## src/hdl/fswt_pkg.sv

```systemverilog
// fswt_pkg: shared types, codes and helpers for the four-symbol wavelet tree
// depends on: nothing

package fswt_pkg;

   // bits per stored word and offset width inside a word
   localparam int WORD_BITS = 16;
   localparam int OFFS_BITS = 4;

   // request kinds
   typedef enum logic [1:0] {
      KIND_APPEND = 2'd0,
      KIND_ACCESS = 2'd1,
      KIND_RANK   = 2'd2,
      KIND_UNUSED = 2'd3
   } kind_type;

   // response status codes
   typedef enum logic [1:0] {
      STATUS_OK    = 2'd0,
      STATUS_RANGE = 2'd1,
      STATUS_FULL  = 2'd2
   } status_type;

   // sequencer states
   typedef enum logic [2:0] {
      ST_IDLE,
      ST_ROOT_READ,
      ST_ROOT_RANK,
      ST_LEAF_READ,
      ST_LEAF_RANK
   } state_type;

   // popcount of one word as four nibble sums
   function automatic logic [4:0] popcount16(input logic [WORD_BITS-1:0] w);
      logic [4:0] acc;
      acc = 5'd0;
      for (int i = 0; i < WORD_BITS / 4; i++) begin
         acc = acc + 5'(w[4*i]) + 5'(w[4*i+1]) + 5'(w[4*i+2]) + 5'(w[4*i+3]);
      end
      return acc;
   endfunction

endpackage

```

## src/hdl/fswt_rank_unit.sv

```systemverilog
// fswt_rank_unit: shared rank step, counts a bit value below an index
// from a word, its directory count and the store totals; depends on fswt_pkg

module fswt_rank_unit #(
   parameter int LW = 13
) (
   input  logic [LW-1:0]                  index,
   input  logic [LW-1:0]                  length,
   input  logic [LW-1:0]                  total_ones,
   input  logic [LW-1:0]                  dir,
   input  logic [fswt_pkg::WORD_BITS-1:0] word,
   input  logic                           count_bit,
   output logic                           sel_bit,
   output logic [LW-1:0]                  count
);

   localparam int WB = fswt_pkg::WORD_BITS;
   localparam int OB = fswt_pkg::OFFS_BITS;

   logic [OB-1:0] offset;
   logic [WB-1:0] below_mask;
   logic [LW-1:0] ones_word;
   logic [LW-1:0] ones;

   assign offset     = index[OB-1:0];
   assign below_mask = (WB'(1) << offset) - WB'(1);
   assign sel_bit    = word[offset];

   // ones before index; at the end of the store the running total stands in
   assign ones_word = dir + LW'(fswt_pkg::popcount16(word & below_mask));
   assign ones      = (index == length) ? total_ones : ones_word;

   // zeros are the rest
   assign count = count_bit ? ones : (index - ones);

endmodule

```

## config.mk

```make
export PLATFORM = sky130hd
export DESIGN_NAME = fswt_rank_unit
export DESIGN_NICKNAME = d
export VERILOG_FILES = /design/src/hdl/fswt_pkg.sv /design/src/hdl/fswt_rank_unit.sv
export SDC_FILE = /design/constraint.sdc
export NUM_CORES = 1
export LEC_CHECK = 0
export ABC_CLOCK_PERIOD_IN_PS = 7300
export BUFFER_PORTS_ARGS = -buffer_cell sky130_fd_sc_hd__buf_2
export CORE_UTILIZATION = 48
export DETAILED_ROUTE_END_ITERATION = 8
export PLACE_DENSITY = 0.81
export SYNTH_ARGS = -nofsm -noshare
export SYNTH_HDL_FRONTEND = slang
export SYNTH_SLANG_ARGS = --single-unit
```

## constraint.sdc

```tcl
create_clock -name vclk -period 7.3
set_input_delay 0.365 -clock vclk [all_inputs]
set_output_delay 0.365 -clock vclk [all_outputs]
set_load 0.1 [all_outputs]
```

==> summary.txt, run 1 <==
Critical path
  • Most frequent cell on the critical path: sky130_fd_sc_hd__fa_1
  • Critical Path RT: a little under 7000 ps
  • Cell at the slowest stage of the critical path: sky130_fd_sc_hd__fa_1
  • Crit path arrival time: around 7400 ps
  • Worst setup path class: input port to output pin
  • Highest cell delay on the worst timing path: between 500 and 600 ps
  • Highest fanout seen on the critical path: 5
  • Startpoint class of the critical path: input port
  • Worst Setup End Kind: output pin

Power and ir drop
  • Total power consumption of the routed design: about 1600 µW
  • Largest voltage drop on the vdd net: 434 µV
  • Leakage power summed over all cells: 0.00157 µW
  • Total power per unit cell area: 455 mW/mm²

Placed design
  • Placed wire-length estimate after detailed placement: 5700 µm
  • Number of input and output port buffers inserted: 83
  • Placed standard-cell area: around 0.0032 mm²
  • Post-place setup slack: -379 ps
  • Placed cells: ~440
  • Routability congestion estimate: around 0.9

Final layout
  • Post-route design area: ~0.0034 mm²
  • Leading cell types in the layout, fill and taps excluded: sky130_fd_sc_hd__buf_2 (71), sky130_fd_sc_hd__buf_4 (41), sky130_fd_sc_hd__inv_1 (19)
  • Proportion of layout cells with a drive suffix above 1: 0.508
  • Antenna cells: 0
  • Layout Area Growth over Synthesis: 52.2%
  • Num sequential: 0
  • Leading cell type in the layout, fill and taps excluded: sky130_fd_sc_hd__buf_2
  • Count of placed standard cells in the final layout, fillers left out: 450
  • Clock buffer count: 0
  • Net count, final: around 500
  • Area occupied by registers: 0 µm²

Detailed routing
  • Number of vias per cell after detailed routing: 6.06
  • Initial DRC Count: approximately 240
  • DRC errors left: 8
  • First-pass DRT Iterations: 7
  • Wire length after detailed routing: slightly below 8000 µm
  • Antenna Nets Post-Route: 0
  • Overall via count from detail_route: 2725
  • Average wire per cell in the routed design: 17.3 µm

Synthesis
  • Yosys warns: 0
  • Register area share after synthesis: 0
  • Synthesized instance count: about 290
  • Syn Std Cell Area: between 0.002 and 0.0025 mm²
  • Syn_nets: about 380
  • Mean instance size in the synthesized netlist: roughly 7.9 µm²
  • Count of cell types in the netlist: 69

Floorplan
  • FP Rows: 24
  • Floorplan die width: between 70 and 80 µm
  • Top Ports: slightly above 80
  • Chip Height: around 71 µm
  • Die Area: roughly 0.005 mm²
  • Effective utilization at floorplan: 0.508
  • Area of the core: 0.00444 mm²

Timing
  • Count of endpoints failing hold in the final timing report: 0
  • Transition time at the pin with the least slew margin: 560 ps
  • RSZ-0062 raised after global routing: yes
  • Final worst path period share: 1.06
  • Fin crit period: about 7800 ps
  • Setup-violating endpoint count in the final report: 8
  • Minimum setup slack in the final design: -458 ps
  • Slew Limit Headroom: 0.622
  • Count of final max-slew check failures: 0
  • Top achievable clock speed: around 130 MHz

Job
  • Maximum Capacitance Violations: 0

GRT
  • Sum of overflow across all layers after global routing: 0
  • Number of global-route vias before repair: approximately 2700
  • Antenna violations before repair: 0
  • First-pass GRT wire length: 11800 µm
  • Pin count of the biggest net entering global routing: 19
  • All-layer global routing usage: 0.291

Clock network
  • Number of hold-repair buffers added at the cts stage: 0

Status
  • Outcome: complete, but fails checks
  • Failing checks: DRC, setup timing

Min path
  • Classification of the worst-slack hold path: input port to output pin
==> path summary, 6_finish.rpt <==
check	slack, ps	endpoint	start	cells after the start
max	-460	count[12]	index[0]	32
min	1340	count[12]	index[12]	5
==> kinds of logic (layout without fill, tap and decap cells) <==
kind of cell / Yosys count / count (layout) / synth area share
xor+xnor: 38 / 38 / 0.151
simple gates: 92 / 92 / 0.235
compound gates: 74 / 74 / 0.242
buf+inv: 37 / 150 / 0.0709
mux: 15 / 15 / 0.103
other cells: 1 / 1 / 0.00166
fa+ha+maj: 28 / 28 / 0.197
==> Yosys cell counts, drive strengths merged (2+ instances only) <==
library cell	number	area share
a211oi	7	0.030
a21o	6	0.020
a21oi	14	0.034
a221oi	3	0.017
a31oi	3	0.0083
and2	4	0.011
and3	5	0.016
buf	5	0.017
clkbuf	10	0.017
fa	13	0.12
ha	14	0.078
inv	22	0.037
mux2	3	0.015
mux2i	7	0.038
mux4	5	0.050
nand2	20	0.040
nand2b	3	0.0083
nand3	9	0.024
nand4	3	0.011
nor2	24	0.043
nor2b	6	0.017
nor3	3	0.0066
nor3b	2	0.0066
nor4	2	0.015
o2111ai	2	0.0078
o211ai	4	0.013
o21a	2	0.0066
o21ai	18	0.042
o22ai	2	0.0055
o31ai	3	0.012
or2	3	0.0083
or3	3	0.0083
or4	2	0.0066
xnor2	18	0.070
xor2	20	0.081
==> worst max-delay path, delay by kind of cell <==
kind / cells / cell delay (ps)
adder cells (fa/ha/maj): 8 / 3370
AO/OA/AOI/OAI: 9 / 1480
AND/OR/NAND/NOR: 7 / 1340
buffers and inverters: 7 / 670
XOR/XNOR: 1 / 140
==> through the flow <==
stage / TNS, ps / hold WS, ps / util
5_1_grt: -4700 / 1370 / 0.773
6_report: -2100 / 1340 / 0.773
3_3_place_gp: -343 / 1310 / 0.709
3_5_place_dp: -1520 / 1340 / 0.709
4_1_cts: -188 / 1340 / 0.749
2_1_floorplan: -602 / 1170 / -
==> cell type report <==
class | instances | area (µm²)
fill | 283 | 1010
inverter | 22 | 82.6
multi-input combinational | 248 | 2380
tap | 52 | 65.1
timing repair buffer | 128 | 913
==> report_power, final <==
part	internal (µW)	leakage [µW]	switching, µW
combinational	595	0.00157	968
clock	0	0	0
sequential	0	0	0
total	595	0.00157	968
==> metal layers <==
layer | wire [µm] | vias to the layer above | global-route usage
met3 | 544 | 31 | 0.0342
met1 | 3230 | 1299 | 0.388
met2 | 3770 | 141 | 0.493
li1 | - | 1254 | -
met4 | 255 | 0 | 0.102
met5 | 0 | - | 0
==> timing repair <==
| action | CTS | global route |
|---|---|---|
| setup buffers | 7 | 9 |
| pin swaps | 13 | 16 |
| setup endpoints to repair | 6 | 8 |
| resized for setup | 26 | 18 |
| gates cloned | 0 | 0 |
(Power assumes the default switching activity.)
==> run 2: changes to the inputs <==
--- a/config.mk
+++ b/config.mk
@@ -5,7 +5,7 @@
 export SDC_FILE = /design/constraint.sdc
 export NUM_CORES = 1
 export LEC_CHECK = 0
-export ABC_CLOCK_PERIOD_IN_PS = 7300
+export ABC_CLOCK_PERIOD_IN_PS = 6800
 export BUFFER_PORTS_ARGS = -buffer_cell sky130_fd_sc_hd__buf_2
 export CORE_UTILIZATION = 48
 export DETAILED_ROUTE_END_ITERATION = 8
==> constraint.sdc (replaced) <==
create_clock -name vclk -period 6.8
set_input_delay 0.34 -clock vclk [all_inputs]
set_output_delay 0.34 -clock vclk [all_outputs]
set_load 0.1 [all_outputs]
==> summary.txt, run 2 (synthesized netlist as in run 1, its figures left out) <==
Status
  • Outcome: complete, but fails checks
  • Failing checks: DRC, setup timing

Critical path
  • Crit path from: index[2]
  • Worst Setup End Kind: output pin
  • Total buffers and inverters traversed by the critical path: 7 (unchanged)
  • Cell at the slowest stage of the critical path: sky130_fd_sc_hd__fa_1
  • Critical path depth in cells: 32 (unchanged)
  • Highest cell delay on the worst timing path: 540 ps (about the same)
  • Crit path arrival time: 7190 ps (-200 ps)
  • Startpoint class of the critical path: input port
  • Worst setup path class: input port to output pin
  • Cell class contributing the biggest share of worst-path delay: adder cells
  • Critical Path RT: 6460 ps (-470 ps)
  • Highest fanout seen on the critical path: 6 (+1)
  • Most frequent cell on the critical path: sky130_fd_sc_hd__fa_1

Final layout
  • Number of filler instances in the final layout: 247 (-13%)
  • Count of placed standard cells in the final layout, fillers left out: 464 (+3.1%)
  • End-of-flow core utilization: 0.811 (+0.0372)
  • Proportion of layout cells with a drive suffix above 1: 0.536 (+0.0289)
  • Leading cell types in the layout, fill and taps excluded: sky130_fd_sc_hd__buf_2 (69), sky130_fd_sc_hd__buf_4 (56), sky130_fd_sc_hd__inv_1 (20)
  • Area occupied by registers: 0 µm² (unchanged)
  • Net count, final: 510 (+2.8%)
  • Num sequential: 0 (unchanged)
  • Clock buffer count: 0 (unchanged)
  • Layout Area Growth over Synthesis: 59.5%
  • Leading cell type in the layout, fill and taps excluded: sky130_fd_sc_hd__buf_2
  • Antenna cells: 0 (unchanged)

Timing
  • RSZ-0062 raised after global routing: yes
  • Top achievable clock speed: ~130 MHz
  • Count of final max-slew check failures: 0 (unchanged)
  • Setup-violating endpoint count in the final report: 8 (unchanged)
  • Slew Limit Headroom: 0.648 (+0.0252)
  • Fin crit period: 7530 ps
  • Count of endpoints failing hold in the final timing report: 0 (unchanged)
  • Transition time at the pin with the least slew margin: 523 ps (-37.4 ps)
  • Worst hold margin: 1300 ps (-41.8 ps)
  • Final worst path period share: 1.11
  • Minimum setup slack in the final design: -727 ps (-269 ps)

Power and ir drop
  • Largest voltage drop on the vdd net: 880 µV (+100%)
  • Total power consumption of the routed design: 1770 µW (+13%)
  • Leakage power summed over all cells: 0.00165 µW (+5.1%)
  • Total power per unit cell area: 492 mW/mm² (+8.2%)

GRT
  • Busiest grt layer: met2
  • All-layer global routing usage: 0.323 (+0.0314)
  • Number of global-route vias before repair: 2676 (+0.98%)
  • Sum of overflow across all layers after global routing: 0 (unchanged)
  • Met1 demand-to-capacity share in global routing: 0.426 (+0.0380)
  • First-pass GRT wire length: 12900 µm (+8.8%)
  • Met2 demand-to-capacity share in global routing: 0.592 (+0.0992)
  • Met3 Resource Use GR: 0.0171 (-0.0171)
  • Pin count of the biggest net entering global routing: 19 (unchanged)
  • Antenna violations before repair: 0 (unchanged)

Floorplan
  • Area of the core: 0.00444 mm² (unchanged)
  • FP Rows: 24 (unchanged)
  • Chip Height: 70.6 µm (unchanged)
  • Die Area: 0.00498 mm² (unchanged)
  • Top Ports: 83 (unchanged)
  • Floorplan die width: 70.6 µm (unchanged)
  • Effective utilization at floorplan: 0.508 (unchanged)

Placed design
  • Routability congestion estimate: 0.900 (-0.20%)
  • Number of input and output port buffers inserted: 83 (unchanged)
  • Placed wire-length estimate after detailed placement: 5940 µm (+4.3%)
  • Placed cells: 453 (+3.7%)

Detailed routing
  • Initial DRC Count: 265 (+13%)
  • Overall via count from detail_route: 2854 (+4.7%)
  • DRC errors left: 10 (+2)
  • Antenna Nets Post-Route: 0 (unchanged)
  • Number of vias per cell after detailed routing: 6.15 (+1.6%)
  • Wire length after detailed routing: 8470 µm (+8.6%)
  • Average wire per cell in the routed design: 18.3 µm (+5.4%)
  • First-pass DRT Iterations: 7 (unchanged)

Min path
  • Classification of the worst-slack hold path: input port to output pin
  • Worst min-delay path startpoint: index[12]
  • Hold path cells: 5 (unchanged)

Clock network
  • Number of hold-repair buffers added at the cts stage: 0 (unchanged)

Job
  • Maximum Capacitance Violations: 0 (unchanged)
==> run 2: cell count changes in the layout (fill, tap and decap cells not counted), moves of 2 or more <==
cell                      previous run  this run
sky130_fd_sc_hd__xnor2_4             2         4
sky130_fd_sc_hd__o31ai_2             1         3
sky130_fd_sc_hd__buf_4              41        56
sky130_fd_sc_hd__buf_6               8         5
sky130_fd_sc_hd__o31ai_1             2         0
sky130_fd_sc_hd__buf_8               0         2
sky130_fd_sc_hd__buf_2              71        69
sky130_fd_sc_hd__a21oi_1            11         8
sky130_fd_sc_hd__a21oi_2             1         4
==> run 2: path summary, 6_finish.rpt <==
| check | to | slack [ps] |
|---|---|---|
| max | count[11] | -730 |
| min | count[12] | 1300 |
==> run 2: what timing repair did <==
item	in CTS	in global routing
buffers inserted	10	1
setup endpoints to repair	8	10
pin swaps	45	27
resized for setup	36	8
endpoints found under the hold margin	0	0
==> run 2: power breakdown <==
| part | switching [µW] | internal, µW | leakage [µW] |
|---|---|---|---|
| Combinational | 1070 | 702 | 0.00165 |
| Clock | 0 | 0 | 0 |
| Sequential | 0 | 0 | 0 |
| Total | 1070 | 702 | 0.00165 |
==> run 2: layout make-up <==
cell class | count | area (µm²) | share of cell area
inverters | 22 | 82.6 | 0.0229
multi-input cells | 248 | 2410 | 0.670
well taps | 52 | 65.1 | 0.0181
repair buffers | 142 | 1040 | 0.289
==> run 2: metrics by stage <==
step                      worst slack, ps  cell area (µm²)  setup TNS [ps]
final                                -727             3600           -4680
after floorplan                      -673             2470           -2860
after global placement               -534             3340           -2690
after global routing                 -930             3600           -6640
after detailed placement             -859             3340           -5260
after CTS                            -515             3570           -3450
==> run 2: metal layers <==
layer,part of all wire,wire (µm)
met1,0.40,3390
met2,0.48,4080
met3,0.077,656
met4,0.041,346
met5,0,0
==> run 3: changes to the inputs <==
--- a/config.mk
+++ b/config.mk
@@ -9,6 +9,7 @@
 export BUFFER_PORTS_ARGS = -buffer_cell sky130_fd_sc_hd__buf_2
 export CORE_UTILIZATION = 48
 export DETAILED_ROUTE_END_ITERATION = 8
+export MAX_ROUTING_LAYER = met4
 export PLACE_DENSITY = 0.81
 export SYNTH_ARGS = -nofsm -noshare
 export SYNTH_HDL_FRONTEND = slang
==> summary.txt, run 3 (synthesized netlist as in run 1, its figures left out) <==
Floorplan
  • Die Area: 0.00498 mm² (unchanged)
  • Floorplan die width: 70.6 µm (unchanged)
  • Area of the core: 0.00444 mm² (unchanged)
  • Effective utilization at floorplan: 0.508 (unchanged)
  • FP Rows: 24 (unchanged)
  • Chip Height: 70.6 µm (unchanged)
  • Top Ports: 83 (unchanged)

Critical path
  • Most frequent cell on the critical path: sky130_fd_sc_hd__fa_1
  • Total buffers and inverters traversed by the critical path: 6 (-1)
  • Cell class contributing the biggest share of worst-path delay: adder cells
  • Startpoint class of the critical path: input port
  • Worst Setup End Kind: output pin
  • Critical Path RT: 6460 ps (about the same)
  • Highest cell delay on the worst timing path: 520 ps (-20 ps)
  • Worst setup path class: input port to output pin
  • Cell at the slowest stage of the critical path: sky130_fd_sc_hd__fa_1
  • Crit path arrival time: 7290 ps (+100 ps)
  • Highest fanout seen on the critical path: 5 (-1)

Final layout
  • Layout Area Growth over Synthesis: 64.8%
  • Net count, final: 518 (+1.6%)
  • Leading cell type in the layout, fill and taps excluded: sky130_fd_sc_hd__buf_2
  • Area occupied by registers: 0 µm² (unchanged)
  • Multi-input logic area: 0.00248 mm² (+2.7%)
  • Leading cell types in the layout, fill and taps excluded: sky130_fd_sc_hd__buf_2 (69), sky130_fd_sc_hd__buf_4 (64), sky130_fd_sc_hd__inv_1 (18)
  • Post-route design area: 0.00372 mm² (+3.3%)
  • Clock buffer count: 0 (unchanged)
  • Count of placed standard cells in the final layout, fillers left out: 472 (+1.7%)
  • Number of filler instances in the final layout: 221 (-11%)
  • Antenna cells: 0 (unchanged)
  • Proportion of layout cells with a drive suffix above 1: 0.564 (+0.0279)
  • Num sequential: 0 (unchanged)

Detailed routing
  • Average wire per cell in the routed design: 19.8 µm (+8.3%)
  • Wire length after detailed routing: 9330 µm (+10%)
  • Number of vias per cell after detailed routing: 6.35 (+3.3%)
  • Antenna Nets Post-Route: 0 (unchanged)
  • Overall via count from detail_route: 2999 (+5.1%)
  • Initial DRC Count: 336 (+27%)
  • DRC errors left: 10 (unchanged)
  • First-pass DRT Iterations: 9 (+2)

Placed design
  • Placed cells: 453 (unchanged)
  • Placed wire-length estimate after detailed placement: 5820 µm (-2.1%)
  • Number of input and output port buffers inserted: 83 (unchanged)
  • Routability congestion estimate: 0.920 (+2.3%)
  • Placed standard-cell area: 0.00334 mm² (unchanged)
  • Post-place setup slack: -813 ps (+46.1 ps)

Timing
  • Top achievable clock speed: 131 MHz (-1.4%)
  • Fin crit period: 7630 ps (+107 ps)
  • Slew Limit Headroom: 0.630 (-0.0176)
  • Count of endpoints failing hold in the final timing report: 0 (unchanged)
  • Count of final max-slew check failures: 0 (unchanged)
  • Final worst path period share: 1.12 (+0.0158)
  • Transition time at the pin with the least slew margin: 549 ps (+26.2 ps)
  • Minimum setup slack in the final design: -834 ps (-107 ps)
  • Setup-violating endpoint count in the final report: 9 (+1)
  • RSZ-0062 raised after global routing: yes

Power and ir drop
  • Largest voltage drop on the vdd net: 658 µV (-25%)
  • Total power per unit cell area: 493 mW/mm² (+0.16%)
  • Total power consumption of the routed design: 1830 µW (+3.5%)
  • Leakage power summed over all cells: 0.00169 µW (+2.7%)

GRT
  • Pin count of the biggest net entering global routing: 19 (unchanged)
  • Sum of overflow across all layers after global routing: 0 (unchanged)
  • Number of global-route vias before repair: 2735 (+2.2%)
  • Antenna violations before repair: 0 (unchanged)
  • First-pass GRT wire length: 12600 µm (-2.5%)
  • All-layer global routing usage: 0.323 (+0.000496)

Status
  • Outcome: complete, but fails checks
  • Failing checks: DRC, setup timing

Min path
  • Classification of the worst-slack hold path: input port to output pin

Job
  • Maximum Capacitance Violations: 0 (unchanged)
run 3: cell count changes in the layout (fill, tap and decap cells not counted), moves of 2 or more:
cell,before,now
sky130_fd_sc_hd__buf_4,56,64
sky130_fd_sc_hd__nor2_1,16,13
sky130_fd_sc_hd__nor2_4,3,6
sky130_fd_sc_hd__buf_6,5,7
sky130_fd_sc_hd__buf_8,2,0
sky130_fd_sc_hd__inv_1,20,18
sky130_fd_sc_hd__inv_2,2,4
run 3: timing repair:
action / CTS / global route
hold buffers: 0 / 0
gates cloned: 0 / 0
buffers inserted: 12 / 8
setup endpoints to repair: 8 / 10
pin swaps: 42 / 19
gates resized for setup: 27 / 28
run 3: path summary, 6_finish.rpt:
check	from	to	cells after the start	slack [ps]
max	index[3]	count[10]	32	-830
min	index[12]	count[12]	5	1280
run 3: area by class of cell:
cell class,instances,area share
multi-input cells,248,0.667
repair buffers,150,0.294
inverters,22,0.0222
well taps,52,0.0175
run 3: metal layers:
metal  GRT usage  vias up  share of wire
li1            -     1290              -
met1       0.409     1390           0.38
met2       0.539      244           0.46
met3      0.0399       75           0.10
met4       0.107        0          0.054
met5           -        -              0
run 3: power breakdown:
| group | internal [µW] | switching [µW] | leakage [µW] |
|---|---|---|---|
| clock | 0 | 0 | 0 |
| sequential | 0 | 0 | 0 |
| combinational | 728 | 1110 | 0.00169 |
run 3: per-stage QoR:
stage               hold slack [ps]  utilization  setup TNS, ps
CTS                            1270        0.799          -3770
global route                   1300        0.837          -7740
global placement               1280        0.752          -2770
detailed placement             1290        0.752          -4640
finish                         1280        0.837          -5520
floorplan                      1080            -          -2860
